===== src/rtl/core/smms_pkg.sv =====
// shared types and constants for the shared-memory multi-stack block
package smms_pkg;

    // default sizing
    localparam int unsigned MEMORY_DEPTH_DEF    = 16;
    localparam int unsigned MAX_STACK_COUNT_DEF = 8;
    localparam int unsigned DATA_WIDTH_DEF      = 32;

    // fixed field widths
    localparam int unsigned CFG_W  = 4;
    localparam int unsigned IDX_W  = 3;
    localparam int unsigned WORD_W = 32;

    // result status codes
    typedef enum logic [1:0] {
        ST_OK     = 2'd0,
        ST_FULL   = 2'd1,
        ST_EMPTY  = 2'd2,
        ST_BADIDX = 2'd3
    } status_t;

    // request operation codes
    typedef enum logic {
        OP_PUSH = 1'b0,
        OP_POP  = 1'b1
    } op_t;

    // request sequencer states
    typedef enum logic [1:0] {
        S_IDLE,
        S_LOOK,
        S_DONE
    } state_t;

endpackage


===== src/rtl/core/shared_memory_multi_stack.sv =====
// top level: several stacks sharing one segmented word memory
//
// Input channel s_*: a request carries s_kind (0 push, 1 pop), s_stack_index
// and s_push_value, taken when s_valid and s_ready are both high. Result
// channel m_*: m_status (0 ok, 1 full, 2 empty, 3 bad index) and m_pop_value,
// taken when m_valid and m_ready are both high. One result per request.
// cfg_we/cfg_wdata write the stack count; it resets every stack pointer and
// may only be written while no request is in flight.
// Path: a taken request and its pointer read are registered, then the
// finished result and the word memory read of a pop, then the output
// register. While a request is in flight, the next one is taken only in
// the cycle the current result moves to the output register, so a new
// request waits until the current one is through. The output register
// holds a finished result while the next request is already being worked on.
// Stall: while m_ready is low and the output register is full, a finished
// result waits in the sequencer and s_ready stays low.
// Reset (aresetn low at a clock edge): one stack over the whole memory,
// every stack empty, no result pending. No clearing pass is needed: per-stack
// valid bits mark written pointers; one with its bit clear reads as its base.
module shared_memory_multi_stack #(
    parameter int unsigned MEMORY_DEPTH    = smms_pkg::MEMORY_DEPTH_DEF,
    parameter int unsigned MAX_STACK_COUNT = smms_pkg::MAX_STACK_COUNT_DEF,
    parameter int unsigned DATA_WIDTH      = smms_pkg::DATA_WIDTH_DEF
) (
    input  logic                         aclk,
    input  logic                         aresetn,
    input  logic                         cfg_we,
    input  logic [smms_pkg::CFG_W-1:0]   cfg_wdata,
    input  logic                         s_valid,
    output logic                         s_ready,
    input  logic                         s_kind,
    input  logic [smms_pkg::IDX_W-1:0]   s_stack_index,
    input  logic [smms_pkg::WORD_W-1:0]  s_push_value,
    output logic                         m_valid,
    input  logic                         m_ready,
    output logic [1:0]                   m_status,
    output logic [smms_pkg::WORD_W-1:0]  m_pop_value
);

    localparam int unsigned AW = $clog2(MEMORY_DEPTH);
    localparam int unsigned PW = $clog2(MEMORY_DEPTH + 1);
    localparam int unsigned PA = (MAX_STACK_COUNT > 1) ? $clog2(MAX_STACK_COUNT) : 1;
    localparam int unsigned CW = $clog2(MAX_STACK_COUNT + 1);

    // segment size for each stack count, worked out at elaboration
    logic [PW-1:0] seg_table [1:MAX_STACK_COUNT];
    for (genvar K = 1; K <= MAX_STACK_COUNT; K++) begin : g_seg
        assign seg_table[K] = PW'(MEMORY_DEPTH / K);
    end

    smms_pkg::state_t  state_reg, state_next;
    logic [CW-1:0]     count_reg;
    logic [PW-1:0]     seg_reg;
    logic [MAX_STACK_COUNT-1:0] valid_reg;
    logic [PW-1:0]     ptr_mem [MAX_STACK_COUNT];
    logic [PW-1:0]     ptr_rd_reg;

    // captured request
    logic                        kind_reg;
    logic [smms_pkg::IDX_W-1:0]  idx_reg;
    logic [DATA_WIDTH-1:0]       word_reg;
    logic                        bad_reg;
    logic [PW-1:0]               base_reg;
    logic [PW-1:0]               limit_reg;

    // finished result waiting for the output register
    smms_pkg::status_t status_reg, status_next;
    logic              pop_ok_reg, pop_ok_next;

    // output register
    logic                        m_valid_reg;
    smms_pkg::status_t           m_status_reg;
    logic [smms_pkg::WORD_W-1:0] m_pop_value_reg;

    logic          out_free;
    logic          accept;
    logic          load_out;
    logic [CW-1:0] eff_count;
    logic [PW-1:0] acc_base;
    logic          acc_last;
    logic [PA-1:0] pidx;
    logic [PW-1:0] top;
    logic          ptr_we;
    logic [PW-1:0] ptr_wdata;
    logic          ram_we;
    logic          ram_re;
    logic [AW-1:0] ram_raddr;
    logic [DATA_WIDTH-1:0] ram_rdata;

    assign out_free = !m_valid_reg || m_ready;
    assign accept   = s_valid && s_ready;
    assign pidx     = PA'(idx_reg);

    // effective stack count from the register write
    always_comb begin
        if (cfg_wdata == '0) begin
            eff_count = CW'(1);
        end else if (32'(cfg_wdata) > 32'(MAX_STACK_COUNT)) begin
            eff_count = CW'(MAX_STACK_COUNT);
        end else begin
            eff_count = CW'(cfg_wdata);
        end
    end

    // segment bounds of the incoming request
    assign acc_base = PW'(seg_reg * PW'(s_stack_index));
    assign acc_last = (32'(s_stack_index) + 32'd1) >= 32'(count_reg);

    // current top: a pointer not written since reset or reconfiguration is its base
    assign top = valid_reg[pidx] ? ptr_rd_reg : base_reg;

    // sequencer next state and memory controls
    always_comb begin
        state_next  = state_reg;
        s_ready     = 1'b0;
        load_out    = 1'b0;
        status_next = status_reg;
        pop_ok_next = pop_ok_reg;
        ptr_we      = 1'b0;
        ptr_wdata   = top;
        ram_we      = 1'b0;
        ram_re      = 1'b0;
        ram_raddr   = AW'(top - PW'(1));
        unique case (state_reg)
            smms_pkg::S_IDLE: begin
                s_ready = 1'b1;
                if (s_valid) begin
                    state_next = smms_pkg::S_LOOK;
                end
            end
            smms_pkg::S_LOOK: begin
                pop_ok_next = 1'b0;
                if (bad_reg) begin
                    status_next = smms_pkg::ST_BADIDX;
                end else if (kind_reg == smms_pkg::OP_PUSH) begin
                    if (top >= limit_reg) begin
                        status_next = smms_pkg::ST_FULL;
                    end else begin
                        status_next = smms_pkg::ST_OK;
                        ram_we      = 1'b1;
                        ptr_we      = 1'b1;
                        ptr_wdata   = top + PW'(1);
                    end
                end else begin
                    if (top <= base_reg) begin
                        status_next = smms_pkg::ST_EMPTY;
                    end else begin
                        status_next = smms_pkg::ST_OK;
                        pop_ok_next = 1'b1;
                        ram_re      = 1'b1;
                        ptr_we      = 1'b1;
                        ptr_wdata   = top - PW'(1);
                    end
                end
                state_next = smms_pkg::S_DONE;
            end
            smms_pkg::S_DONE: begin
                if (out_free) begin
                    load_out = 1'b1;
                    s_ready  = 1'b1;
                    state_next = s_valid ? smms_pkg::S_LOOK : smms_pkg::S_IDLE;
                end
            end
            default: begin
                state_next = smms_pkg::S_IDLE;
            end
        endcase
    end

    // state register
    always_ff @(posedge aclk) begin
        if (!aresetn) begin
            state_reg <= smms_pkg::S_IDLE;
        end else begin
            state_reg <= state_next;
        end
    end

    // stack count, segment size and pointer valid bits
    always_ff @(posedge aclk) begin
        if (!aresetn) begin
            count_reg <= CW'(1);
            seg_reg   <= PW'(MEMORY_DEPTH);
            valid_reg <= '0;
        end else if (cfg_we) begin
            count_reg <= eff_count;
            seg_reg   <= seg_table[eff_count];
            valid_reg <= '0;
        end else if (ptr_we) begin
            valid_reg[pidx] <= 1'b1;
        end
    end

    // pointer memory: read on request, write back after the update
    always_ff @(posedge aclk) begin
        if (ptr_we) begin
            ptr_mem[pidx] <= ptr_wdata;
        end
        if (accept) begin
            ptr_rd_reg <= ptr_mem[PA'(s_stack_index)];
        end
    end

    // request capture
    always_ff @(posedge aclk) begin
        if (accept) begin
            kind_reg  <= s_kind;
            idx_reg   <= s_stack_index;
            word_reg  <= DATA_WIDTH'(s_push_value);
            bad_reg   <= 32'(s_stack_index) >= 32'(count_reg);
            base_reg  <= acc_base;
            limit_reg <= acc_last ? PW'(MEMORY_DEPTH) : acc_base + seg_reg;
        end
    end

    // finished result
    always_ff @(posedge aclk) begin
        status_reg <= status_next;
        pop_ok_reg <= pop_ok_next;
    end

    smms_word_ram #(
        .DEPTH (MEMORY_DEPTH),
        .WIDTH (DATA_WIDTH)
    ) u_word_ram (
        .aclk    (aclk),
        .wr_en   (ram_we),
        .wr_addr (AW'(top)),
        .wr_data (word_reg),
        .rd_en   (ram_re),
        .rd_addr (ram_raddr),
        .rd_data (ram_rdata)
    );

    // output register valid
    always_ff @(posedge aclk) begin
        if (!aresetn) begin
            m_valid_reg <= 1'b0;
        end else if (load_out) begin
            m_valid_reg <= 1'b1;
        end else if (m_ready) begin
            m_valid_reg <= 1'b0;
        end
    end

    // output register payload
    always_ff @(posedge aclk) begin
        if (load_out) begin
            m_status_reg    <= status_reg;
            m_pop_value_reg <= pop_ok_reg ? smms_pkg::WORD_W'(ram_rdata) : '0;
        end
    end

    assign m_valid     = m_valid_reg;
    assign m_status    = m_status_reg;
    assign m_pop_value = m_pop_value_reg;

endmodule


===== src/rtl/core/smms_word_ram.sv =====
// word memory shared by all stacks: one write port, one registered read port
module smms_word_ram #(
    parameter int unsigned DEPTH = smms_pkg::MEMORY_DEPTH_DEF,
    parameter int unsigned WIDTH = smms_pkg::DATA_WIDTH_DEF,
    localparam int unsigned AW   = $clog2(DEPTH)
) (
    input  logic             aclk,
    input  logic             wr_en,
    input  logic [AW-1:0]    wr_addr,
    input  logic [WIDTH-1:0] wr_data,
    input  logic             rd_en,
    input  logic [AW-1:0]    rd_addr,
    output logic [WIDTH-1:0] rd_data
);

    logic [WIDTH-1:0] mem [DEPTH];
    logic [WIDTH-1:0] rd_data_reg;

    // write port
    always_ff @(posedge aclk) begin
        if (wr_en) begin
            mem[wr_addr] <= wr_data;
        end
    end

    // read port, registered
    always_ff @(posedge aclk) begin
        if (rd_en) begin
            rd_data_reg <= mem[rd_addr];
        end
    end

    assign rd_data = rd_data_reg;

endmodule


===== config.mk =====
export PLATFORM = sky130hd
export DESIGN_NAME = shared_memory_multi_stack
export DESIGN_NICKNAME = d
export VERILOG_FILES = /design/src/rtl/core/smms_pkg.sv /design/src/rtl/core/shared_memory_multi_stack.sv /design/src/rtl/core/smms_word_ram.sv
export SDC_FILE = /design/constraint.sdc
export NUM_CORES = 1
export LEC_CHECK = 0
export ABC_AREA = 0
export ABC_CLOCK_PERIOD_IN_PS = 15700
export BUFFER_PORTS_ARGS = -buffer_cell sky130_fd_sc_hd__buf_2
export CAP_MARGIN = 20
export CORE_MARGIN = 3
export CORE_UTILIZATION = 45
export CTS_CLUSTER_SIZE = 24
export DETAILED_ROUTE_END_ITERATION = 10
export PLACE_DENSITY = 0.67
export REMOVE_ABC_BUFFERS = 1
export SYNTH_ARGS = -nofsm -noshare
export SYNTH_HDL_FRONTEND = slang
export SYNTH_HIERARCHICAL = 1
export SYNTH_SLANG_ARGS = --single-unit

===== constraint.sdc =====
create_clock -name aclk -period 15.7 [get_ports aclk]
set_clock_uncertainty 0.2 [all_clocks]
set_input_delay 1.57 -clock aclk [delete_from_list [all_inputs] [get_ports aclk]]
set_output_delay 1.57 -clock aclk [all_outputs]
set_load 0.01 [all_outputs]

======== Word level (Yosys, flattened, before mapping) ========
Memories as Yosys holds them, arrays and structs flattened. A register that Yosys moved wholly into a read port is not among the register bits.
Index checks and enable logic that the tools add are counted.
word-level totals
  register bits after elaboration ......... 99
  latch bits .............................. 0
  memory bits (writable) .................. 552
  memory bits (read-only) ................. 80
  input bits .............................. 45
  output and inout bits ................... 36
  logic and storage cells ................. 85
  memories kept ........................... 3
cells by class
  add/sub/neg operators ................... 4
  multipliers ............................. 1
  div/mod/pow operators ................... 0
  order comparisons ....................... 7
  equal/unequal tests ..................... 4
  shift-type cells ........................ 0
  muxes and demuxes ....................... 39
  bitwise gates (word level) .............. 3
  reduce and logical (&&, ||, !) cells .... 10
memories
  name             words  bits a word  rd ports  clocked after Yosys merged registers in  write ports  RTL line                          RTL
  u_word_ram.mem   16     32           1         1                                        1            smms_word_ram.sv:16               logic [WIDTH-1:0] mem [DEPTH];
  (no name shown)  16     5            1         1                                        0            shared_memory_multi_stack.sv:187  seg_reg <= seg_table[eff_count];
  ptr_mem          8      5            1         1                                        1            shared_memory_multi_stack.sv:55   logic [PW-1:0] ptr_mem [MAX_STACK_COUNT];
operator list
  kind                                                                   number
  5-bit two-way mux                                                      6
  1-bit two-way mux                                                      23
  2-bit two-way mux                                                      4
  4-bit two-way mux                                                      2
  8-bit OR                                                               1
  2-bit case mux with 3 select lines                                     1
  5-bit by 1-bit adder with 5-bit output, second input constant          1
  5-bit adder                                                            1
  5-bit >= comparator                                                    1
  5-bit <= comparator                                                    1
  5-bit by 3-bit multiplier with 5-bit output                            1
  4-bit inverter with 5-bit output                                       1
  5-bit by 1-bit subtractor with 5-bit output, second input constant     1
  3-bit by 1-bit adder with 4-bit output, second input constant          1
  3-bit by 4-bit >= comparator with 1-bit output                         1
  4-bit >= comparator                                                    1
  4-bit greater-than comparator, second input constant                   1
  4-bit zero test                                                        1
  3-bit by 4-bit < comparator with 1-bit output, second input constant   1
  2-bit != test, second input constant                                   2
  1-bit binary-select mux with 3-bit select                              1
  1-bit demux with 3-bit select                                          1
  3-bit by 1-bit >= comparator with 1-bit output, second input constant  1
  2-bit by 1-bit == test with 1-bit output, second input constant        1
  other kinds (10)                                                       12

======== Longest topological paths before layout ========
  depth after elaboration ................. 10
  gate-level depth with buffers ........... 16
  depth with buffers taken out ............ 13

======== Cells and area by module ========
The synthesis kept the hierarchy.
modules (own cells, without submodules)
  module                     instances  cells each  area an instance (um2)  seq. area each (um2)
  smms_word_ram              1          838         20155.6                 16335.7
  shared_memory_multi_stack  1          444         6550.0                  4274.1

======== Least setup slack after synthesis ========
No wires, ideal clock.
  kind .................................... register to register
  from .................................... register idx_reg[1] (netlist name)
  to ...................................... memory u_word_ram/mem[0][0] (netlist name), enable pin
  setup time .............................. 0.461 ns
  arrival ................................. 5.798 ns
  data required time ...................... 15.039 ns
  setup slack ............................. 9.241 ns
  stages on the path, launching flop included .. 14
  buffers on the path ..................... 1
  clock period less this slack ............ 6.459 ns
  cells stage by stage .................... edfxtp_1 -> clkbuf_1 -> mux2i_1 -> o32ai_2 -> nor3_4 -> mux2i_1 -> ha_1 -> nand2b_1 -> a21oi_1 -> a31oi_4 -> a211o_1 -> a21boi_1 -> or3b_2 -> nor3_1
between the ends
  word-level cells in the longest chain between the ends .. 10
RTL lines
  element                                    RTL line                          RTL
  start, declared                            shared_memory_multi_stack.sv:60   logic [smms_pkg::IDX_W-1:0] idx_reg;
  start signal, assigned                     shared_memory_multi_stack.sv:208  idx_reg <= s_stack_index;
  1-bit binary-select mux with 3-bit select  shared_memory_multi_stack.sv:110  assign top = valid_reg[pidx] ? ptr_rd_reg : base_reg;
  1-bit two-way mux (not written as such)    shared_memory_multi_stack.sv:110
  5-bit two-way mux                          shared_memory_multi_stack.sv:110
  5-bit >= comparator                        shared_memory_multi_stack.sv:136  if (top >= limit_reg) begin
  1-bit two-way mux                          shared_memory_multi_stack.sv:136
  1-bit two-way mux                          shared_memory_multi_stack.sv:135  end else if (kind_reg == smms_pkg::OP_PUSH) begin
  1-bit two-way mux                          shared_memory_multi_stack.sv:133  if (bad_reg) begin
  1-bit two-way mux                          shared_memory_multi_stack.sv:124  unique case (state_reg)
  via ram_we                                 shared_memory_multi_stack.sv:85   logic ram_we;
  1-bit two-way mux                          smms_word_ram.sv:21               if (wr_en) begin
  1-bit two-way mux (not written as such)    smms_word_ram.sv:22               mem[wr_addr] <= wr_data;
  end, declared                              smms_word_ram.sv:16
The timed path passes the listed nets, and every way through them passes these cells. The select of a mux whose other input is x is not followed.

======== Worst setup path in the final report ========
  from .................................... register idx_reg[1] (netlist name)
  to ...................................... memory u_word_ram/mem[15][7] (netlist name), enable pin
between the ends
  word-level cells in the longest chain between the ends .. 10
RTL lines
  element                                    RTL line                          RTL
  1-bit binary-select mux with 3-bit select  shared_memory_multi_stack.sv:110
  1-bit two-way mux (not written as such)    shared_memory_multi_stack.sv:110
  5-bit two-way mux                          shared_memory_multi_stack.sv:110
  via top[1]                                 shared_memory_multi_stack.sv:82   logic [PW-1:0] top;
  5-bit >= comparator                        shared_memory_multi_stack.sv:136
  1-bit two-way mux                          shared_memory_multi_stack.sv:136
  1-bit two-way mux                          shared_memory_multi_stack.sv:135
  1-bit two-way mux                          shared_memory_multi_stack.sv:133
  1-bit two-way mux                          shared_memory_multi_stack.sv:124
  via ram_we                                 shared_memory_multi_stack.sv:85
  1-bit two-way mux                          smms_word_ram.sv:21
  1-bit two-way mux (not written as such)    smms_word_ram.sv:22
The timed path passes the listed nets, and every way through them passes these cells. The select of a mux whose other input is x is not followed.

==> qor.yml <==
grt_usage_pct: 17.1
reg2reg_slack_ns: 9.88
area_growth_pct: 14.0
p_seq_share_pct: 53.5
insertion_delay_ns: 0.61
maxCapViolations: 0
antenna_found_initial: 2
rr_startpoint: "idx_reg[1]$_DFFE_PP_"
whs_endpoint: "m_status[0]$_DFFE_PP_"
power_uw: 3900
endpoint_kind: "flip-flop"
synth_area_mm2: 0.0267
startpoint_type: "flip-flop"
fin_crit_sh_pct: 37.1
yosysWarnings: 6
die_w_um: 250
core_mm2: 0.0582
cts_buffers: 71
grt_max_degree: 71
avgViaCountPerCell: 5.66
fmax_mhz: 172
worst-path-max-fanout: 17
hold_ws_ns: 0.220
clockRootBuffer: "clkbuf_16"
top_regs: "u_word_ram/mem x512, ptr_mem x40"
rsz0062_at_grt: "false"
die_y_um: 250
worst_slew_pin_slew_ns: 1.15
outcome: "finished, final reports clean"
drt-pass1-iter-count: 5
power.share.clock_pct: 40.7
netlist_instances: 1282
r2r-end: "u_word_ram/mem[15][7]$_DFFE_PP_"
switching_share_pct: 21.3
layout.nets: 1477
hold_buffers: 0
initial_core_util_pct: 45.8
internal-power_uw: 3070
largest_register_ffs: 512
combPwrFrac_pct: 5.8
wl_mm: 52.7
cts_tree: "built"
synth_cell_types: 64
drtIter0Drc: 997
vias: 12563
top_register: "u_word_ram/mem"
ys_seq_elements: 693
grt_pass1_wl_mm: 80.9
synthFlopType: "edfxtp_1"
arrival_ns: 5.87
p_leak_uw: 0.00994
ios: 81
dieArea_mm2: 0.0623
relSlewSlack_pct: 23.2
synthArstFlopShare_pct: 0
final_cell_mix: "edfxtp_1, mux4_2, buf_2"
rows: 88
synth_edf_count: 673
cp_data_required_time_ns: 15.75
worstHoldStart: "status_reg[0]$_SDFFCE_PP1P_"
hpwl_mm: 28.7
yosysSeqAreaShare_pct: 77.2
route.detailed.drc: 0
clk_path_buf_depth: 3
powerDensity_mw_per_mm2: 128
slew_viol_final: 0
gp_congestion: 0.774
syn_avg_cell_area_um2: 20.8
drtAntennaViolNets: 0
post_cts_buffers: 0
r2r_cells: 13
insertedDiodeCount: 0
portBuffers: 80
ir_drop_uv: 94.1
cts-resized-gates: 0
hold_viol: 0
wire_per_inst_um: 23.7
clock-sinks: 693
path_clk_slew_ns: 0.06
final_common_cell: "edfxtp_1"
period_needed_ns: 5.82
grt_pass1_vias: 13313
hold_depth: 0
path_class: "reg2reg"
power.switching_uw: 828
gr-total-overflow: 0
htreeDepth: 3
drive_gt1_share_pct: 26.5
hp-class: "reg2reg"
finalSetupViolations: 0
==> power groups by stage <==
stage               combinational, µW  clock [µW]  sequential (µW)
global placement                  222           0             2120
CTS                               226        1620             2080
detailed placement                225           0             2120
finish                            226        1590             2080
floorplan                         177           0             2110
global route                      247        1700             2090
==> layout make-up <==
type                       instances  area, µm²
clock buffer                      91       1870
clock inverter                    31        314
fill                            4467      27800
inverter                          23       91.3
multi-input combinational        508       5890
sequential                       693      20600
tap                              765        957
timing repair buffer             108        696
==> worst max-delay path, stage by stage (launching register included) <==
cell	delay, ns
edfxtp_1	0.65
mux2i_1	0.27
o32ai_2	0.15
nor3_4	0.43
mux2i_1	0.55
inv_1	0.29
ha_1	0.35
a21oi_1	0.28
a31oi_4	0.09
a211o_1	0.35
a21boi_1	0.33
nand3_1	0.36
nor2_4	0.67
buf_4	0.47
==> Yosys cell counts, types with 6 or more instances <==
cell        n  share of area, %
ha_1       23               1.1
o41ai_1     9              0.30
a21oi_1    11              0.21
mux4_2    138                12
buf_1      10              0.14
edfxtp_1  673                76
dfxtp_1    20               1.5
buf_4       9              0.25
nand2b_1   11              0.26
nor2b_1    10              0.23
nor2_1     20              0.28
nand3_1     6              0.11
o21ai_0     7              0.13
inv_1      22              0.31
buf_2       8              0.15
mux2_2      6              0.25
clkbuf_1   30              0.42
xnor2_1     8              0.26
a22oi_1    64               1.8
nand2_1    61              0.86
nor3_1     14              0.26
and2_1     53               1.2
==> worst max path at each step <==
stage / startpoint / endpoint / slack (ns) / cells past startpoint
finish: idx_reg[1]$_DFFE_PP_ / u_word_ram/mem[15][7]$_DFFE_PP_ / 9.88 / 13
detailed placement: idx_reg[1]$_DFFE_PP_ / u_word_ram/mem[1][20]$_DFFE_PP_ / 9.91 / 12
CTS: idx_reg[1]$_DFFE_PP_ / u_word_ram/mem[1][21]$_DFFE_PP_ / 9.87 / 12
global route: idx_reg[1]$_DFFE_PP_ / u_word_ram/mem[15][17]$_DFFE_PP_ / 9.57 / 13
global placement: idx_reg[1]$_DFFE_PP_ / u_word_ram/mem[1][1]$_DFFE_PP_ / 10.12 / 12
floorplan: idx_reg[1]$_DFFE_PP_ / u_word_ram/rd_data[0]$_DFFE_PP_ / -3.70 / 10
==> cells by family after synthesis <==
logic type               Yosys count  share of synthesized area, %
AND/OR/NAND/NOR                  193                          3.80
multiplexers                     150                          12.2
buffers and inverters             81                          1.34
flip-flops                       693                          77.2
AO/OA/AOI/OAI                    125                          3.72
adder cells (fa/ha/maj)           27                          1.38
XOR/XNOR                          13                         0.426
==> layer usage <==
layer | vias to the layer above | GRT usage, % | share of wire, % | wire [µm]
met5 | - | 0 | 0 | 0
met4 | 0 | 4.86 | 2.2 | 1150
met3 | 83 | 3.53 | 5.6 | 2940
met2 | 357 | 27.7 | 49 | 25900
met1 | 6603 | 23.8 | 43 | 22700
li1 | 5520 | - | - | -
==> per-stage QoR <==
| step | cells | worst slack, ns | TNS (ns) | util, % | instance area (µm²) |
|---|---|---|---|---|---|
| after floorplan | 1224 | -3.70 | -1311.34 | - | 26400 |
| after global placement | 2091 | 10.12 | 0 | 48.3 | 28100 |
| after detailed placement | 2091 | 9.91 | 0 | 48.3 | 28100 |
| after CTS | 2213 | 9.87 | 0 | 52.0 | 30300 |
| after global routing | 2219 | 9.57 | 0 | 52.3 | 30400 |
| final | 2219 | 9.88 | 0 | 52.3 | 30400 |
(Power assumes the default switching activity.)
